<file path="config.mk">
export PLATFORM = sky130hd
export DESIGN_NAME = sroi_ctrl
export DESIGN_NICKNAME = d
export VERILOG_FILES = /design/src/sv/sroi_pkg.sv /design/src/sv/sroi_ctrl.sv
export SDC_FILE = /design/constraint.sdc
export NUM_CORES = 1
export LEC_CHECK = 0
export CAP_MARGIN = 25
export CELL_PAD_IN_SITES_DETAIL_PLACEMENT = 1
export CELL_PAD_IN_SITES_GLOBAL_PLACEMENT = 2
export CORE_MARGIN = 2
export CORE_UTILIZATION = 35
export CTS_BUF_LIST = sky130_fd_sc_hd__clkbuf_8 sky130_fd_sc_hd__clkbuf_16
export DETAILED_ROUTE_END_ITERATION = 6
export DONT_BUFFER_PORTS = 1
export GPL_TIMING_DRIVEN = 0
export PLACE_DENSITY_LB_ADDON = 0.1
export SLEW_MARGIN = 15
export SYNTH_ARGS = -nofsm -noshare
export SYNTH_HDL_FRONTEND = slang
export SYNTH_SLANG_ARGS = --single-unit
export TNS_END_PERCENT = 20
</file>
<file path="constraint.sdc">
create_clock -name clk -period 3.6 [get_ports clk]
set_input_delay 0 -clock clk [delete_from_list [all_inputs] [get_ports clk]]
set_output_delay 0 -clock clk [all_outputs]
set_load 0.02 [all_outputs]
</file>
<file path="src/sv/sroi_pkg.sv">
// Package: shared constants and control types for the ROI spectrum sum block.
`default_nettype none
package sroi_pkg;

  localparam int MAX_CHANNELS = 4096;
  localparam int ADDR_W       = $clog2(MAX_CHANNELS);
  localparam int CHAN_W       = 12;
  localparam int COUNT_W      = 32;
  localparam int SUM_W        = 44;
  localparam int ENERGY_W     = 32;
  localparam int HW_W         = 31;
  localparam int SLOPE_W      = 31;
  localparam int NCH_W        = 13;
  localparam int NUM_W        = 35;
  localparam int DIV_W        = 34;
  localparam int DIVS_W       = SLOPE_W + 1;
  localparam int STEP_W       = $clog2(DIV_W);
  localparam logic [STEP_W-1:0] DIV_LAST = STEP_W'(DIV_W - 1);

  localparam logic [ENERGY_W-1:0] OFFSET_RST = '0;
  localparam logic [SLOPE_W-1:0]  SLOPE_RST  = SLOPE_W'(10486);
  localparam logic [NCH_W-1:0]    NCH_RST    = NCH_W'(2048);

  typedef enum logic [1:0] {
    CFG_ZERO_OFS      = 2'd0,
    CFG_KEV_PER_CH    = 2'd1,
    CFG_CHANNEL_COUNT = 2'd2
  } cfg_idx_t;

  typedef struct packed {
    logic load;
    logic capture;
    logic div_load_l;
    logic div_load_r;
    logic div_step;
    logic clamp;
    logic walk;
    logic emit;
  } sroi_cmd_t;

  typedef struct packed {
    logic walk_last;
  } sroi_status_t;

endpackage
`default_nettype wire

</file>
<file path="src/sv/sroi_ctrl.sv">
// Controller: sequences load, the left and right edge divisions, clamping, window walk and result.
`default_nettype none
module sroi_ctrl import sroi_pkg::*; (
  input  wire logic         clk,
  input  wire logic         rst_n,
  input  wire logic         in_valid,
  input  wire logic         in_kind,
  input  wire logic         out_ready,
  input  wire sroi_status_t status,
  output logic              in_ready,
  output logic              out_valid,
  output sroi_cmd_t         cmd
);

  typedef enum logic [3:0] {
    ST_IDLE,
    ST_INIT_L,
    ST_DIV_L,
    ST_INIT_R,
    ST_DIV_R,
    ST_CLAMP,
    ST_WALK,
    ST_DRAIN,
    ST_FINISH
  } state_t;

  state_t            state_r, state_nxt;
  logic [STEP_W-1:0] cnt_r, cnt_nxt;
  logic              out_valid_r, out_valid_nxt;

  assign in_ready  = (state_r == ST_IDLE);
  assign out_valid = out_valid_r;

  always_comb begin
    cmd           = '0;
    state_nxt     = state_r;
    cnt_nxt       = cnt_r;
    out_valid_nxt = out_valid_r && !out_ready;
    case (state_r)
      ST_IDLE: begin
        if (in_valid) begin
          if (in_kind) begin
            cmd.capture = 1'b1;
            state_nxt   = ST_INIT_L;
          end else begin
            cmd.load = 1'b1;
          end
        end
      end
      ST_INIT_L: begin
        cmd.div_load_l = 1'b1;
        cnt_nxt        = '0;
        state_nxt      = ST_DIV_L;
      end
      ST_DIV_L: begin
        cmd.div_step = 1'b1;
        cnt_nxt      = cnt_r + STEP_W'(1);
        if (cnt_r == DIV_LAST) begin
          state_nxt = ST_INIT_R;
        end
      end
      ST_INIT_R: begin
        cmd.div_load_r = 1'b1;
        cnt_nxt        = '0;
        state_nxt      = ST_DIV_R;
      end
      ST_DIV_R: begin
        cmd.div_step = 1'b1;
        cnt_nxt      = cnt_r + STEP_W'(1);
        if (cnt_r == DIV_LAST) begin
          state_nxt = ST_CLAMP;
        end
      end
      ST_CLAMP: begin
        cmd.clamp = 1'b1;
        state_nxt = ST_WALK;
      end
      ST_WALK: begin
        cmd.walk = 1'b1;
        if (status.walk_last) begin
          state_nxt = ST_DRAIN;
        end
      end
      ST_DRAIN: begin
        state_nxt = ST_FINISH;
      end
      ST_FINISH: begin
        if (!out_valid_r || out_ready) begin
          cmd.emit      = 1'b1;
          out_valid_nxt = 1'b1;
          state_nxt     = ST_IDLE;
        end
      end
      default: begin
        state_nxt = ST_IDLE;
      end
    endcase
  end

  always_ff @(posedge clk) begin
    if (!rst_n) begin
      state_r     <= ST_IDLE;
      cnt_r       <= '0;
      out_valid_r <= 1'b0;
    end else begin
      state_r     <= state_nxt;
      cnt_r       <= cnt_nxt;
      out_valid_r <= out_valid_nxt;
    end
  end

`ifndef SYNTHESIS
  a_query_busy: assert property (@(posedge clk) disable iff (!rst_n)
    (in_valid && in_ready && in_kind) |=> (state_r == ST_INIT_L && !in_ready))
    else $error("query accept did not start sequence");
  a_div_done: assert property (@(posedge clk) disable iff (!rst_n)
    (state_r == ST_DIV_R && cnt_r == DIV_LAST) |=> (state_r == ST_CLAMP))
    else $error("division length mismatch");
  a_result_src: assert property (@(posedge clk) disable iff (!rst_n)
    $rose(out_valid_r) |-> ($past(state_r) == ST_FINISH))
    else $error("result raised outside finish");
`endif

endmodule
`default_nettype wire

</file>
==> results of run 1 <==
cells in the final DEF, fill, tap and decap left out, drive strengths merged, types with 2 or more instances in the layout:
master / n
dlygate4sd3: 5
nor4bb: 2
nor2b: 2
or3: 3
nor3: 6
inv: 6
o21ai: 3
ha: 2
clkbuf: 8
xnor2: 2
nand2: 8
a21o: 2
nor2: 10
dfxtp: 11
nand3: 3
nor4b: 2
nand2b: 2
logic make-up after synthesis:
kind of cell / after synthesis / synth area share (%)
compound gates: 13 / 14.14
xor+xnor: 3 / 4.184
fa+ha+maj: 2 / 3.983
buf+inv: 10 / 5.977
flops: 11 / 35.06
simple gates: 43 / 36.66
final timing paths:
path	from	endpoint	slack, ns
worst max-delay path	state_r[2]	cmd[7]	1.55
worst min-delay path	status	state_r[0]	0.06
worst max register to register	state_r[3]	state_r[3]	1.66
worst min register to register	cnt_r[0]	cnt_r[0]	0.54
registers in the layout, indices dropped and copies added (netlist names):
register	count
cnt_r	6
out_valid	1
state_r	4
per-stage QoR:
stage,instances,area [µm²],power (mW),setup WS [ns]
finish,118,768.2,0.4451,1.553
global route,118,768.2,0.4778,1.369
CTS,118,768.2,0.4530,1.538
detailed placement,109,673.1,0.3244,1.829
global placement,107,659.4,0.3035,1.561
floorplan,82,628.1,0.2791,1.743
area by class of cell:
type,instances,area (µm²)
Multi-Input combinational cell,61,370.4
Buffer,5,18.77
Tap cell,25,31.28
Clock buffer,3,41.29
Timing Repair Buffer,7,63.81
Sequential cell,11,220.2
Fill cell,223,939.7
Inverter,5,18.77
Clock inverter,1,3.754
layer usage:
metal | part of all wire (%) | vias up | routed length (µm)
met5 | 0 | - | 0
met4 | 2.2 | 0 | 34
met3 | 2.4 | 4 | 37
met2 | 51 | 7 | 772
met1 | 44 | 293 | 669
li1 | - | 311 | -
power by group through the flow:
stage,Combinational (mW),Sequential (mW),Clock (mW)
6_report,0.171,0.151,0.123
3_5_place_dp,0.171,0.154,0
3_3_place_gp,0.151,0.153,0
5_1_grt,0.189,0.154,0.134
4_1_cts,0.174,0.151,0.128
2_1_floorplan,0.129,0.150,0
repair_timing:
action / CTS / global route
hold buffers: 5 / 0
endpoints found under the hold margin: 6 / 0
endpoints found under the setup margin: 0 / 0
==> summary.md, run 1 <==
| Metric | Value |
|---|---|
| Status | finished, final reports clean |
| WP buf/inv | 3 |
| Die Span Y | 46.36 µm |
| Sequential Power Share | 33.9% |
| Max-Cap Viols | 0 |
| Routed WL | 1514 µm |
| Switching Power | 0.1705 mW |
| Crit path max fanout | 10 |
| Cell area after synthesis | 628.1 µm² |
| R2r worst-path depth | 5 |
| Pre-antenna DRT Iters | 3 |
| Final Hold Viols | 0 |
| Worst setup EP type | output port |
| Antenna Cells | 0 |
| Final Util | 44.98% |
| Clock power share | 27.7% |
| Top cells by count, synth | dfxtp_1, nor2_1, nand2_1, nor3_1 |
| Int Power | 0.2746 mW |
| Vias | 615 |
| CTS H-Tree Depth | 1 |
| Global Route Usage Sum | 17.28% |
| Worst-Margin Slew | 0.9389 ns |
| Tmin final | 2.047 ns |
| Yosys top cell area share | 35.06% |
| Predominant post-synthesis flop cell | dfxtp_1 |
| GRT Residual Overflow | 0 |
| Die footprint | 2149 µm² |
| Cell Pwr Density | 579.4 nW/µm² |
| Core area | 1708 µm² |
| Hold Crit Depth | 2 |
| CP max stage delay | 0.44 ns |
| Fmax | 488.5 MHz |
| Crit path DAT | 2.05 ns |
| Max VDD drop | 364.7 µV |
| Number of cell rows | 15 |
| Clk_lat worst skew | 0.24 ns |
| Max clock buf depth | 2 |
| Most frequent cell after synthesis | dfxtp_1 |
| Pleak | 0.2987 nW |
| Sink Count | 11 |
| Gpl congestion | 0.6978 |
| Final nets | 102 |
| Post-synth EDFFs | 0 |
| Drt drc | 0 |
| DRT iter0 DRCs | 1 |
| Post-CTS sizing | 0 |
| Gr busiest metal | met2 |
| Synthesized area per cell | 7.660 µm² |
| Yosys Warn Count | 0 |
| Logic pwr share | 38.4% |
| Post-route ant nets | 0 |
| Max Clock Skew | 0.001065 ns |
| Worst Path Required | 3.60 ns |
| Register bit count reported by yosys | 11 |
| Clk slew on worst S/H paths | 0.05 ns |
| GRT met3 Usage | 3.922% |
| Cell family with most CP delay | simple AND/OR/NAND/NOR gates |
| CTS tree | built |
| IO buf count | 0 |
| Area growth, synth to finish | 22.31% |
| DIE WIDTH | 46.36 µm |
| Post-route clock period utilization | 56.86% |
| # IOs | 16 |
| Critical path's slowest cell | nor4_1 |
| Startpoint Class | flip-flop |
| First-pass GRT wire length | 2532 µm |
| Async SR Flop Fraction | 0% |
| Vias per cell | 5.212 |
| Setup violations, final | 0 |
| Total CTS buffers | 3 |
| Critical path cell sequence | clkbuf_1 -> nor4_1 -> clkdlybuf4s18_2 -> buf_1 -> nand2_1 -> nor2_1 |
| Routed len/inst | 12.83 µm |
| Clk root buf | clkbuf_8 |
| Post-synthesis sequential area ratio | 35.06% |
| Yosys top cell by area | dfxtp_1 |
| CP Class | reg -> out |
| Slew Viols, Final | 0 |
| Area contributors post-synth | dfxtp_1, nor2_1, nor3_1 |
| Switch share | 38.30% |
| Number of global-route vias before repair | 572 |
| Min Hold Slack | 0.05810 ns |
| Syn Nets | 90 |
| Share of cells above drive strength 1 | 4.301% |
| Largest net degree at the start of global routing | 11 |
| Synthesized instance count | 82 |
| Detail Placement HPWL | 1109 µm |
| Global-route met2 utilization | 28.06% |
| RSZ-0062 raised after global routing | false |
| Starting Density | 36.78% |
| Postcts setup bufs | 0 |
| Total negative slack | 0 ns |
| Initial antenna violation count | 0 |
| Yosys cell types | 30 |
| Slew margin rel. | 36.53% |
| Met1 Track Usage GR | 19.76% |
| CP Depth | 6 |
| Hold Path Class | in -> reg |
No activity file was read; power rests on OpenSTA's default activity.
==> run 2: changes to the inputs <==
Settings changed: CORE_UTILIZATION 35 to 29.
Clock period 3.6 ns to 1.85 ns, I/O delays scaled along.
==> summary.md, run 2 (synthesis gave the netlist of run 1 again) <==
| Metric | Value |
|---|---|
| Placed cell areas | 668.1 µm² |
| Fmax | 537.0 MHz |
| Sequential Power Share | 33.6% |
| Logic pwr share | 38.9% |
| RSZ-0062 raised after global routing | true |
| Critical path cell sequence | clkbuf_1 -> nor4b_1 |
| Max clock buf depth | 2 |
| Antenna Cells | 0 |
| Final Util | 39.19% |
| Cell family with most CP delay | simple AND/OR/NAND/NOR gates |
| Clk root buf | clkbuf_8 |
| Area growth, synth to finish | 24.90% |
| Setup violations, final | 1 |
| Sink Count | 11 |
| IO buf count | 0 |
| Number of global-route vias before repair | 554 |
| Cell Pwr Density | 1118 nW/µm² |
| Post-route ant nets | 0 |
| Pleak | 0.2969 nW |
| Post-route clock period utilization | 100.7% |
| Worst r2r src | state_r[3] |
| Vias per cell | 5.137 |
| Int Power | 0.5300 mW |
| Routed WL | 1561 µm |
| Final Power | 0.8772 mW |
| CTS tree | built |
| Switch share | 39.58% |
| Max VDD drop | 453.3 µV |
| Hold Path Class | in -> reg |
| DIE WIDTH | 50.54 µm |
| Crit path DAT | 1.86 ns |
| Die footprint | 2554 µm² |
| CTS H-Tree Depth | 1 |
| Pre-antenna DRT Iters | 4 |
| Startpoint Class | flip-flop |
| Worst setup EP type | output port |
| CP Class | reg -> out |
| Number of cell rows | 16 |
| Initial antenna violation count | 0 |
| Top reg by flops | cnt_r |
| Commonest non-fill, non-tap cell in the layout | dfxtp_1 |
| Clock power share | 27.5% |
| Status | finished, violations left |
| Max reg flops | 6 |
| Worst Path Required | 1.85 ns |
| Crit path launch | state_r[0] |
| Tmin final | 1.862 ns |
| Clk slew on worst S/H paths | 0.05 ns |
| Drt drc | 0 |
| Gpl congestion | 0.6809 |
| Starting Density | 31.37% |
| # IOs | 16 |
| Die Span Y | 50.54 µm |
| Min-delay src | status |
| Vias | 601 |
| Final worst slack | -0.01232 ns |
| Most frequent cells in the layout | dfxtp_1, nor2_1, nand2_1 |
| Routed len/inst | 13.34 µm |
| Failing checks | hold timing, setup timing |
| WP buf/inv | 1 |
| Clk_lat worst skew | 0.24 ns |
| First-pass GRT wire length | 2608 µm |
| Slew margin rel. | 36.60% |
| Pre-CTS setup slack | 0.1100 ns |
| Detail Placement HPWL | 1109 µm |
| Final nets | 99 |
| FILL cells | 251 |
| CP max stage delay | 0.81 ns |
| Min Hold Slack | -0.003646 ns |
| Final instance area | 784.5 µm² |
| Max-Cap Viols | 0 |
| Share of cells above drive strength 1 | 10.00% |
| Core area | 2002 µm² |
| Crit path max fanout | 10 |
| Final Hold Viols | 1 |
| Global Route Usage Sum | 14.04% |
| Total CTS buffers | 3 |
| DRT iter0 DRCs | 10 |
| Critical path's slowest cell | nor4b_1 |
| Largest net degree at the start of global routing | 11 |
| Max Clock Skew | 0.0003834 ns |
| Slew Viols, Final | 0 |
| Switching Power | 0.3472 mW |
| Worst-Margin Slew | 0.9379 ns |
| GRT Residual Overflow | 0 |
run 2: per-layer routing:
layer,GRT usage (%),wire length (µm),up-vias,part of all wire (%)
met1,18.28,769,276,49
met5,0,0,-,0
met4,8.108,36,0,2.3
li1,-,-,305,-
met2,20.61,679,15,43
met3,3.869,76,5,4.9
run 2: metrics by stage:
step / instances / TNS (ns)
final: 117 / -0.01232
after global routing: 117 / -0.1378
after CTS: 117 / -0.05016
after detailed placement: 109 / 0
after global placement: 109 / 0
after floorplan: 82 / 0
run 2: worst paths after layout:
| check | end | slack (ns) | cells after the start |
|---|---|---|---|
| max | cmd[5] | -0.01 | 2 |
| max reg2reg | cnt_r[5] | 0.15 | 4 |
| min reg2reg | state_r[0] | 0.53 | 2 |
| min | state_r[0] | -0.004 | 2 |
run 2: layout make-up:
class                      instances  area (µm²)  share of cell area, %
clock inverter                     1       3.754                 0.4785
sequential                        11       220.2                  28.07
multi-input combinational         61       406.6                  51.83
timing repair buffer               4       40.04                  5.104
inverter                           5       18.77                  2.392
buffer                             5       20.02                  2.552
tap                               27       33.78                  4.306
clock buffer                       3       41.29                  5.263
run 2: what timing repair did:
action,CTS,global route
endpoints found under the setup margin,2,7
setup buffers,0,0
pin swaps,0,1
endpoints found under the hold margin,6,0
resized for setup,1,6
hold buffers,4,0
run 2: power groups by stage:
stage | Combinational [mW] | Sequential, mW | Clock, mW
6_report | 0.341 | 0.295 | 0.241
5_1_grt | 0.379 | 0.300 | 0.256
4_1_cts | 0.333 | 0.294 | 0.248
3_5_place_dp | 0.306 | 0.299 | 0
3_3_place_gp | 0.303 | 0.299 | 0
2_1_floorplan | 0.259 | 0.292 | 0
run 2: worst register-to-register path: stages, from the launching register on:
cell	delay, ns
dfxtp_1	0.30
clkbuf_2	0.20
or3_1	0.43
or4_1	0.52
a31oi_1	0.18
==> run 3: changes to the inputs <==
--- a/config.mk
+++ b/config.mk
@@ -6,9 +6,10 @@
 export NUM_CORES = 1
 export LEC_CHECK = 0
+export ABC_AREA = 1
 export CAP_MARGIN = 25
 export CELL_PAD_IN_SITES_DETAIL_PLACEMENT = 1
 export CELL_PAD_IN_SITES_GLOBAL_PLACEMENT = 2
 export CORE_MARGIN = 2
-export CORE_UTILIZATION = 29
+export CORE_UTILIZATION = 27
 export CTS_BUF_LIST = sky130_fd_sc_hd__clkbuf_8 sky130_fd_sc_hd__clkbuf_16
 export DETAILED_ROUTE_END_ITERATION = 6
==> constraint.sdc (replaced) <==
create_clock -name clk -period 1.85 [get_ports clk]
set_input_delay 0 -clock clk [delete_from_list [all_inputs] [get_ports clk]]
set_output_delay 0 -clock clk [all_outputs]
set_load 0.1 [all_outputs]
==> summary.md, run 3 <==
| Metric | Value |
|---|---|
| Status | finished, violations left |
| Failing checks | setup timing |
| Yosys Warn Count | 0 |
| Crit path max fanout | 6 |
| CTS tree | built |
| Die Span Y | 53.04 µm |
| Setup violations, final | 1 |
| Clock power share | 23.5% |
| Predominant post-synthesis flop cell | dfxtp_1 |
| Top reg by flops | cnt_r |
| Clk_lat worst skew | 0.25 ns |
| DRT iter0 DRCs | 10 |
| Critical path cell sequence | nor2_4 -> nand2_2 -> clkinvlp_4 -> nand2_2 -> nor2_4 |
| Number of global-route vias before repair | 689 |
| Worst setup EP type | output port |
| Vias | 680 |
| Tmin final | 1.854 ns |
| Met1 Track Usage GR | 21.58% |
| Cell area after synthesis | 649.4 µm² |
| Gpl congestion | 0.7479 |
| Final Util | 39.38% |
| Reg area | 226.5 µm² |
| Hold Path Class | in -> reg |
| Yosys cell types | 19 |
| Total CTS buffers | 3 |
| CTS H-Tree Depth | 1 |
| Post-synthesis sequential area ratio | 33.91% |
| Post-route ant nets | 0 |
| Post-synth EDFFs | 0 |
| Min-delay src | rst_n |
| Hold Path End | state_r[0] |
| Drt drc | 0 |
| Max clock buf depth | 2 |
| Most frequent cell after synthesis | nand2_1 |
| Clk slew on worst S/H paths | 0.05 ns |
| Crit path DAT | 1.85 ns |
| CP Class | reg -> out |
| Number of cell rows | 17 |
| Placed cell areas | 762.0 µm² |
| Area of the multi-input gates | 417.9 µm² |
| Int Power | 0.5139 mW |
| Max Clock Skew | 0.002347 ns |
| Gr busiest metal | met2 |
| Share of cells above drive strength 1 | 28.57% |
| Starting Density | 29.08% |
| Logic pwr share | 47.6% |
| Slew margin rel. | 29.75% |
| IO buf count | 0 |
| Yosys top cell by area | dfxtp_1 |
| Global Route Usage Sum | 16.59% |
| Vias per cell | 4.857 |
| Placed cell count | 132 |
| Sink Count | 11 |
| Core area | 2233 µm² |
| GRT met3 Usage | 6.215% |
| Post-route clock period utilization | 100.2% |
| RR Endpoint | state_r[0] |
| Final Hold Viols | 0 |
| Switch share | 51.82% |
| R2r worst-path depth | 7 |
| Cell Pwr Density | 1213 nW/µm² |
| Commonest non-fill, non-tap cell in the layout | nand2_1 |
| Die footprint | 2813 µm² |
| Yosys top cell area share | 33.91% |
| Max reg flops | 6 |
| Top cells by count, synth | nand2_1, inv_1, dfxtp_1, nor2_1, a21oi_1 |
| Slew Viols, Final | 0 |
| Critical path's slowest cell | nor2_4 |
| DIE WIDTH | 53.04 µm |
| Switching Power | 0.5528 mW |
| Final instance area | 879.6 µm² |
| Synthesized instance count | 101 |
| Cell family with most CP delay | simple AND/OR/NAND/NOR gates |
| Hold Crit Depth | 2 |
| Final Power | 1.067 mW |
| # IOs | 16 |
| Final worst slack | -0.004114 ns |
| Register bit count reported by yosys | 11 |
| Routed len/inst | 13.39 µm |
| Min Hold Slack | 0.04678 ns |
| Max VDD drop | 619.4 µV |
| Worst-Margin Slew | 1.053 ns |
| Area growth, synth to finish | 35.45% |
| Pleak | 0.3615 nW |
| Largest net degree at the start of global routing | 9 |
| Fmax | 539.3 MHz |
| RSZ-0062 raised after global routing | true |
| Antenna Cells | 0 |
| Clk root buf | clkbuf_8 |
| Worst r2r src | state_r[2] |
| CP max stage delay | 0.50 ns |
| First-pass GRT wire length | 3256 µm |
| GRT Residual Overflow | 0 |
| Post-route insts no fill | 140 |
| Final nets | 121 |
| Pre-antenna DRT Iters | 4 |
| R2R setup slack | 0.30 ns |
| Detail Placement HPWL | 1363 µm |
| Syn Nets | 109 |
| Worst Path Required | 1.85 ns |
| Async SR Flop Fraction | 0% |
| Synthesized area per cell | 6.429 µm² |
| Global-route met2 utilization | 25.21% |
| FILL cells | 291 |
| Max-Cap Viols | 0 |
| Area contributors post-synth | dfxtp_1, nand2_1, inv_1 |
| Initial antenna violation count | 0 |
| Most frequent cells in the layout | nand2_1, inv_1, a21oi_1 |
| Sequential Power Share | 29.0% |
| Routed WL | 1875 µm |
| Startpoint Class | flip-flop |
| WP buf/inv | 1 |
[run 3: what timing repair did]
item,in CTS,in global routing
pin swaps,3,1
hold buffers,2,0
hold endpoints to repair,4,0
setup buffers,2,0
gates resized for setup,12,1
endpoints found under the setup margin,3,2
[run 3: worst reg2reg max path: cells and delay by family (launching register included)]
family / cells / cell delay [ns]
buffers and inverters: 1 / 0.07
AOI/OAI and AO/OA: 1 / 0.17
DFF: 1 / 0.41
and+or+nand+nor: 5 / 0.79
[run 3: worst max-delay path by stage]
stage               slack [ns]       start  cells past startpoint  endpoint
finish                  -0.004  state_r[1]                      5    cmd[7]
global route             -0.08  state_r[1]                      5    cmd[7]
CTS                     -0.003  state_r[1]                      5    cmd[7]
detailed placement       -0.58  state_r[0]                      5    cmd[7]
global placement         -0.97  state_r[3]                      5    cmd[7]
floorplan                -0.82  state_r[2]                      4    cmd[1]
[run 3: cells by family after synthesis]
group | Yosys count | share of synthesized area [%]
AND/OR/NAND/NOR | 53 | 37.38
flip-flops | 11 | 33.91
buffers and inverters | 19 | 10.98
AO/OA/AOI/OAI | 16 | 13.87
adder cells (fa/ha/maj) | 2 | 3.853
[run 3: through the flow]
step	setup TNS, ns	worst slack, ns
after global routing	-0.07534	-0.07534
after floorplan	-3.111	-0.8209
after detailed placement	-0.5753	-0.5753
after global placement	-3.870	-0.9730
after CTS	-0.003176	-0.003176
final	-0.004114	-0.004114
[run 3: area by class of cell]
class | count | area share [%]
repair buffers | 7 | 9.104
flip-flops and latches | 11 | 25.75
clock buffers | 3 | 4.694
multi-input cells | 71 | 47.51
inverters | 19 | 8.535
clock inverters | 1 | 0.4267
well taps | 28 | 3.983
[run 3: per-layer routing]
| metal | wire [µm] | up-vias |
|---|---|---|
| met2 | 849 | 18 |
| met5 | 0 | - |
| met3 | 100 | 5 |
| met4 | 23 | 0 |
| met1 | 900 | 312 |
| li1 | - | 345 |
[run 3: power by group through the flow]
stage	Clock (mW)	Combinational, mW	Sequential, mW
finish	0.251	0.507	0.309
global route	0.267	0.545	0.312
CTS	0.262	0.505	0.308
detailed placement	0	0.460	0.305
global placement	0	0.417	0.299
floorplan	0	0.381	0.289
